**config.mk**
```make
export PLATFORM = sky130hd
export DESIGN_NAME = ascf_phase_map
export DESIGN_NICKNAME = d
export VERILOG_FILES = /design/src/ascf_pkg.sv /design/src/ascf_phase_map.sv
export SDC_FILE = /design/constraint.sdc
export NUM_CORES = 1
export LEC_CHECK = 0
export BUFFER_PORTS_ARGS = -buffer_cell sky130_fd_sc_hd__buf_4
export CORE_AREA = 2 2 159 161
export CTS_CLUSTER_SIZE = 25
export DETAILED_ROUTE_END_ITERATION = 10
export DIE_AREA = 0 0 161 163
export MAX_ROUTING_LAYER = met4
export PLACE_DENSITY_LB_ADDON = 0.05
export SLEW_MARGIN = 20
export SYNTH_ARGS = -nofsm -noshare
export SYNTH_HDL_FRONTEND = slang
export SYNTH_SLANG_ARGS = --single-unit
export TNS_END_PERCENT = 20
```
**constraint.sdc**
```tcl
create_clock -name clk -period 2.9 [get_ports clk]
set_input_delay 0.58 -clock clk [delete_from_list [all_inputs] [get_ports clk]]
set_output_delay 0.58 -clock clk [all_outputs]
set_load 0.01 [all_outputs]
```
**src/ascf_pkg.sv**
```systemverilog
`default_nettype none

package ascf_pkg;

	// Defaults for the top-level parameters.
	localparam int MaxDims    = 64;
	localparam int ValueWidth = 16;

	// CORDIC row: one cell per iteration, Q30 datapath.
	localparam int CordicSteps = 16;
	localparam int XyWidth     = 34;
	localparam int ZWidth      = 33;
	localparam int IndexMax    = 127;

	localparam logic signed [XyWidth-1:0] CordicX0   = 34'sd652032874;
	localparam logic signed [31:0]        RadToPhase = 32'sd683565276;

	// Register indexes on the configuration port.
	localparam logic [1:0] RegAngleMask = 2'd0;
	localparam logic [1:0] RegScaleMode = 2'd1;
	localparam logic [1:0] RegDimCount  = 2'd2;

	// Scale modes; any other code is taken as radians.
	localparam logic [1:0] ScaleTurns     = 2'd1;
	localparam logic [1:0] ScaleHalfTurns = 2'd2;

	typedef enum logic [1:0] {
		StIdle,
		StCalc,
		StSendFirst,
		StSendLast
	} ascf_state_t;

	// Data handed from one CORDIC cell to the next.
	typedef struct packed {
		logic                      valid;
		logic [1:0]                quad;
		logic signed [XyWidth-1:0] x;
		logic signed [XyWidth-1:0] y;
		logic signed [ZWidth-1:0]  z;
	} ascf_cordic_t;

	// Rotation angle of each iteration, with a full turn as 2^32.
	function automatic logic signed [ZWidth-1:0] atan_turns(input int step);
		logic signed [ZWidth-1:0] a;
		case (step)
			0:       a = 33'sd536870912;
			1:       a = 33'sd316933406;
			2:       a = 33'sd167458907;
			3:       a = 33'sd85004756;
			4:       a = 33'sd42667331;
			5:       a = 33'sd21354465;
			6:       a = 33'sd10679838;
			7:       a = 33'sd5340245;
			8:       a = 33'sd2670163;
			9:       a = 33'sd1335087;
			10:      a = 33'sd667544;
			11:      a = 33'sd333772;
			12:      a = 33'sd166886;
			13:      a = 33'sd83443;
			14:      a = 33'sd41722;
			15:      a = 33'sd20861;
			default: a = '0;
		endcase
		return a;
	endfunction

	// Round a Q30 value to Q4.12, halves toward plus infinity.
	function automatic logic signed [31:0] round_q12(input logic signed [XyWidth-1:0] v);
		logic signed [XyWidth-1:0] t;
		t = v + 34'sd131072;
		return 32'(t >>> 18);
	endfunction

endpackage

`default_nettype wire

```
**src/ascf_phase_map.sv**
```systemverilog
`default_nettype none

// Maps a sample to a phase (full turn = 2^32), splits off the nearest
// quadrant and seeds the first CORDIC cell. Two register stages.
module ascf_phase_map
	import ascf_pkg::*;
#(
	parameter int VALUE_WIDTH = ValueWidth
) (
	input  wire logic                   clk,
	input  wire logic                   arst_n,
	input  wire logic                   start,
	input  wire logic [VALUE_WIDTH-1:0] sample,
	input  wire logic [1:0]             scale_mode,
	output ascf_cordic_t                seed
);

	logic signed [31:0] s32_d;
	logic signed [63:0] prod_d;

	logic               valid_s1;
	logic signed [31:0] s32_s1;
	logic signed [63:0] prod_s1;
	logic [1:0]         mode_s1;

	logic [31:0] phase;
	logic [31:0] qsum;
	logic [1:0]  quad;
	logic [31:0] rest;

	assign s32_d  = 32'($signed(sample));
	assign prod_d = 64'(s32_d) * 64'(RadToPhase);

	always_ff @(posedge clk) begin
		s32_s1  <= s32_d;
		prod_s1 <= prod_d;
		mode_s1 <= scale_mode;
	end

	always_comb begin
		case (mode_s1)
			ScaleTurns:     phase = 32'(s32_s1 <<< 20);
			ScaleHalfTurns: phase = 32'(s32_s1 <<< 19);
			default:        phase = 32'((prod_s1 + 64'sd2048) >>> 12);
		endcase
		qsum = phase + 32'h2000_0000;
		quad = qsum[31:30];
		rest = phase - {quad, 30'd0};
	end

	always_ff @(posedge clk or negedge arst_n) begin
		if (!arst_n) begin
			valid_s1 <= 1'b0;
			seed     <= '0;
		end else begin
			valid_s1   <= start;
			seed.valid <= valid_s1;
			seed.quad  <= quad;
			seed.x     <= CordicX0;
			seed.y     <= '0;
			seed.z     <= ZWidth'($signed(rest));
		end
	end

endmodule

`default_nettype wire

```
== Word-level counts from Yosys, hierarchy flattened ==
Cells that the tools add are included.

* Order comparisons: 0
* Bitwise logic cells: 0
* Divide/modulo/power cells: 0
* Shift operators: 0
* Reduce and logical (&&, ||, !) cells: 0
* Multipliers: 1
* Muxes and demuxes: 1
* Equal/unequal tests: 2
* Add/sub/neg operators: 3

{| class="wikitable"
|+ Operator list
! kind !! number
|-
| $pmux W32 S2 || 1
|-
| $add A44 B13 Y44 const B || 1
|-
| $mul A16 B29 Y42 const B || 1
|-
| $add A32 B30 Y32 const B || 1
|-
| $sub A32 B32 Y32 || 1
|-
| $eq A2 B1 Y1 const B || 1
|-
| $eq A2 B2 Y1 const B || 1
|}

* Memories kept: 0
* Latch bits: 0
* Output and inout port bits: 104
* Bits in read-only memories: 0
* RAM bits: 0
* Flip-flop bits (word level): 94

== Logic depth before layout (Yosys ltp) ==
* Word-level depth: 4
* Depth in mapped cells: 21

== Least setup slack after synthesis ==
Ideal clock, no wire load.

* Path type: input to register
* From: in sample[4]
* To: reg prod_s1[36]
* Path buffers: 0
* Data arrival time: 5.725 ns
* Stages on the path: 18
* Data required time: 2.807 ns
* Slack: -2.918 ns
* Path through: fa_1 inv_1 fa_1 fa_1 inv_1 fa_1 fa_1 inv_1 fa_1 inv_1 ha_1 a21o_1 a31oi_1 nand4_1 a311oi_4 o211ai_2 and2_4 o311ai_2

* Word-level cells in the longest chain between the ends: 1

{| class="wikitable"
|+ RTL lines
! what !! line !! source
|-
| from (decl) || ascf_phase_map.sv:13 || <nowiki>input wire logic [VALUE_WIDTH-1:0] sample,</nowiki>
|-
| $mul A16 B29 Y42 || ascf_phase_map.sv:32 || <nowiki>assign prod_d = 64'(s32_d) * 64'(RadToPhase);</nowiki>
|-
| via prod_d[36] || ascf_phase_map.sv:19 || <nowiki>logic signed [63:0] prod_d;</nowiki>
|-
| to (signal assigned) || ascf_phase_map.sv:36 || <nowiki>prod_s1 <= prod_d;</nowiki>
|-
| to (decl) || ascf_phase_map.sv:23 || <nowiki>logic signed [63:0] prod_s1;</nowiki>
|}

The timed path passes the listed nets, and every way through them passes these cells.

== Final worst setup path ==
* From: in sample[15]
* To: reg prod_s1[42]

The elaborated chain is that of the path after synthesis.

==> metrics.txt <==
outcome=complete, but fails checks; violated checks=negative setup slack; HPWL Detailed=23400 um; Num CTS Buffers=9; first-pass GRT wire length=42100 um; GP Congestion=0.885; final hold vios=0; count of different cell masters after synthesis=54; RSZ-0062 raised after global routing=yes; clock skew=0.00638 ns; worst reg2reg endpoint=seed[31]; grt met1 use=29.3%; mapped cell area=10800 um2; Slew Limit Fails=0; crit-path leading delay family=adder cells; Global Route met3 Usage=1.35%; Post-synth EDFFs=0; critical path startpoint=sample[15]; FP Rows=58; core area=24700 um2; actual slew at the worst max-slew pin=0.552 ns; most frequent cells after synthesis=249 x inv_1, 192 x ha_1, 134 x fa_1; grt ovf=0; endpoints failing setup=33; DP Area=12900 um2; Chip Height=163 um; final setup margin=-2.45 ns; largest net degree at the start of global routing=42; via count=7741; H-Tree Depth=3; Worst R2R Path Depth=10; Mean Syn Cell Area=9.87 um2; post-DR vias/cell=4.60; Seq cells post-synth=85; IO Count=125; Buffers on Ports=74; global route hottest layer=met2; most frequent cell after synthesis=inv_1; area added between synthesis and finish=31.9%; sequential cell area fraction in the yosys report=17.4%; Worst Path Max Fanout=4; crit end category=flip-flop; Fmax=0.187 GHz; critical path's largest stage delay=0.54 ns; post-synth top area share=24.8%; Post-synth ARST share=43.5%; Synth area leader=fa_1; initial antenna violation count=0; antenna cells=0; ANT nets after route=0; clk sinks=85; WS Path Type=primary input to flip-flop; # nets final=1696; Worst path slowest cell=fa_2; Worst Hold Class=primary input to asynchronous set/reset pin; max-cap violation count=0; DRT iter0 DRCs=264; routed wire length=26500 um; Main synth FF type=dfxtp_1; fin crit period=5.35 ns; M2 GR Usage=35.0%; Worst Path Required=3.16 ns; Buf/Inv on CP=5; CTS tree=built; Avg WL per Cell=15.8 um; Design Area, Final=14300 um2; Total GRT Usage=21.4%; Synth Warn #=0; Post-Syn Instances=1096; vias in the first global route=7919; Die W=161 um; TritonRoute pass-1 iters=4; flop-to-flop setup slack=0.28 ns; Worst-Skew Late Latency=0.33 ns; crit share post-route=185%; Slew headroom=63.0%; critical path, cell by cell=buf_6 > fa_2 > buf_6 > fa_1 > inv_2 > fa_2 > inv_2 > fa_2 > fa_1 > fa_1 > ha_4 > nand4_1 > nor4b_4 > buf_4 > and3_4 > o311ai_4 > nand3_4 > nand4_1 > a211oi_2; CP Data Arrival Time=5.61 ns; type of origin of the critical path=primary input; worst reg2reg startpoint=prod_s1[18]; initial core utilization=43.8%; DRC Markers=0; root buffer cell=clkbuf_16; share of layout cells above drive strength 1=33.2%; clock buffer depth=2; die area=26200 um2; clk slew on worst S/H paths=0.06 ns; Synth area leaders=fa_1 25%, ha_1 22%, dfxtp_1 8.9%
## through the flow
step,cells,setup slack [ns],setup TNS (ns),utilization [%],hold slack (ns)
4_1_cts,1683,-2.45,-65.64,56.5,0.195
3_3_place_gp,1656,-3.05,-85.69,52.3,0.333
2_1_floorplan,1145,-2.55,-70.01,-,0.284
3_5_place_dp,1656,-3.07,-86.75,52.3,0.338
5_1_grt,1684,-2.65,-69.76,57.8,0.217
6_report,1684,-2.45,-64.67,57.8,0.183
## routing by layer
| layer | vias up | wire length, um |
|---|---|---|
| met2 | 185 | 12300 |
| li1 | 3899 | - |
| met5 | - | 0 |
| met4 | 0 | 525 |
| met1 | 3634 | 12600 |
| met3 | 23 | 1140 |
## registers in the layout (all words and copies together), names as in the netlist
name,flops
seed,36
s32_s1,13
prod_s1,33
valid_s1,1
mode_s1,2
## what timing repair did
action	CTS	global route
pin swaps	81	57
hold buffers	0	0
resized for setup	122	63
buffers inserted	12	5
setup endpoints to repair	33	34
## final cells by class
type,instances,area [um2]
Inverter,249,942
Timing Repair Buffer,278,2200
Clock inverter,6,45.0
Clock buffer,10,239
Tap cell,330,413
Fill cell,2245,10400
Multi-Input combinational cell,726,8550
Sequential cell,85,1890
## cell usage in the layout (no fill, tap or decap), types with 4 or more instances in the layout
cell type / Yosys / routed
nand4_1: 18 / 18
fa_2: 0 / 23
inv_2: 0 / 18
buf_4: 68 / 256
conb_1: 2 / 51
nand3_1: 20 / 16
clkbuf_16: 0 / 9
and3_1: 9 / 7
dfxtp_1: 48 / 48
dfrtp_1: 37 / 37
and2_1: 19 / 19
buf_6: 0 / 18
a21o_1: 25 / 25
xnor2_1: 46 / 46
a221oi_1: 14 / 12
xor2_1: 23 / 23
a21oi_1: 37 / 21
ha_2: 0 / 6
inv_1: 249 / 229
ha_1: 192 / 150
o21bai_1: 5 / 5
nor3_1: 5 / 5
fa_1: 134 / 111
nand2b_1: 7 / 6
or2_2: 5 / 4
ha_4: 0 / 36
nand2_1: 32 / 29
nor2_1: 20 / 18
o21ai_0: 15 / 9
a21oi_2: 1 / 16
## cells by family (layout without fill, tap and decap cells)
family,Yosys count,after routing,synth area share [%]
buf+inv,334,543,14.0
other cells,2,51,0.0694
compound gates,128,128,8.15
flops,85,85,17.4
fa+ha+maj,326,326,47.0
simple gates,152,152,7.78
xor+xnor,69,69,5.59
## worst max path at each step
stage                   to  slack [ns]  cells after the start
4_1_cts        prod_s1[36]       -2.45                     20
2_1_floorplan  prod_s1[36]       -2.55                     18
3_5_place_dp   prod_s1[42]       -3.07                     20
3_3_place_gp   prod_s1[42]       -3.05                     20
5_1_grt        prod_s1[42]       -2.65                     19
6_report       prod_s1[42]       -2.45                     19
Power is not shown: default switching activity piles up to over one toggle a cycle in this logic, so the estimate is an artifact.
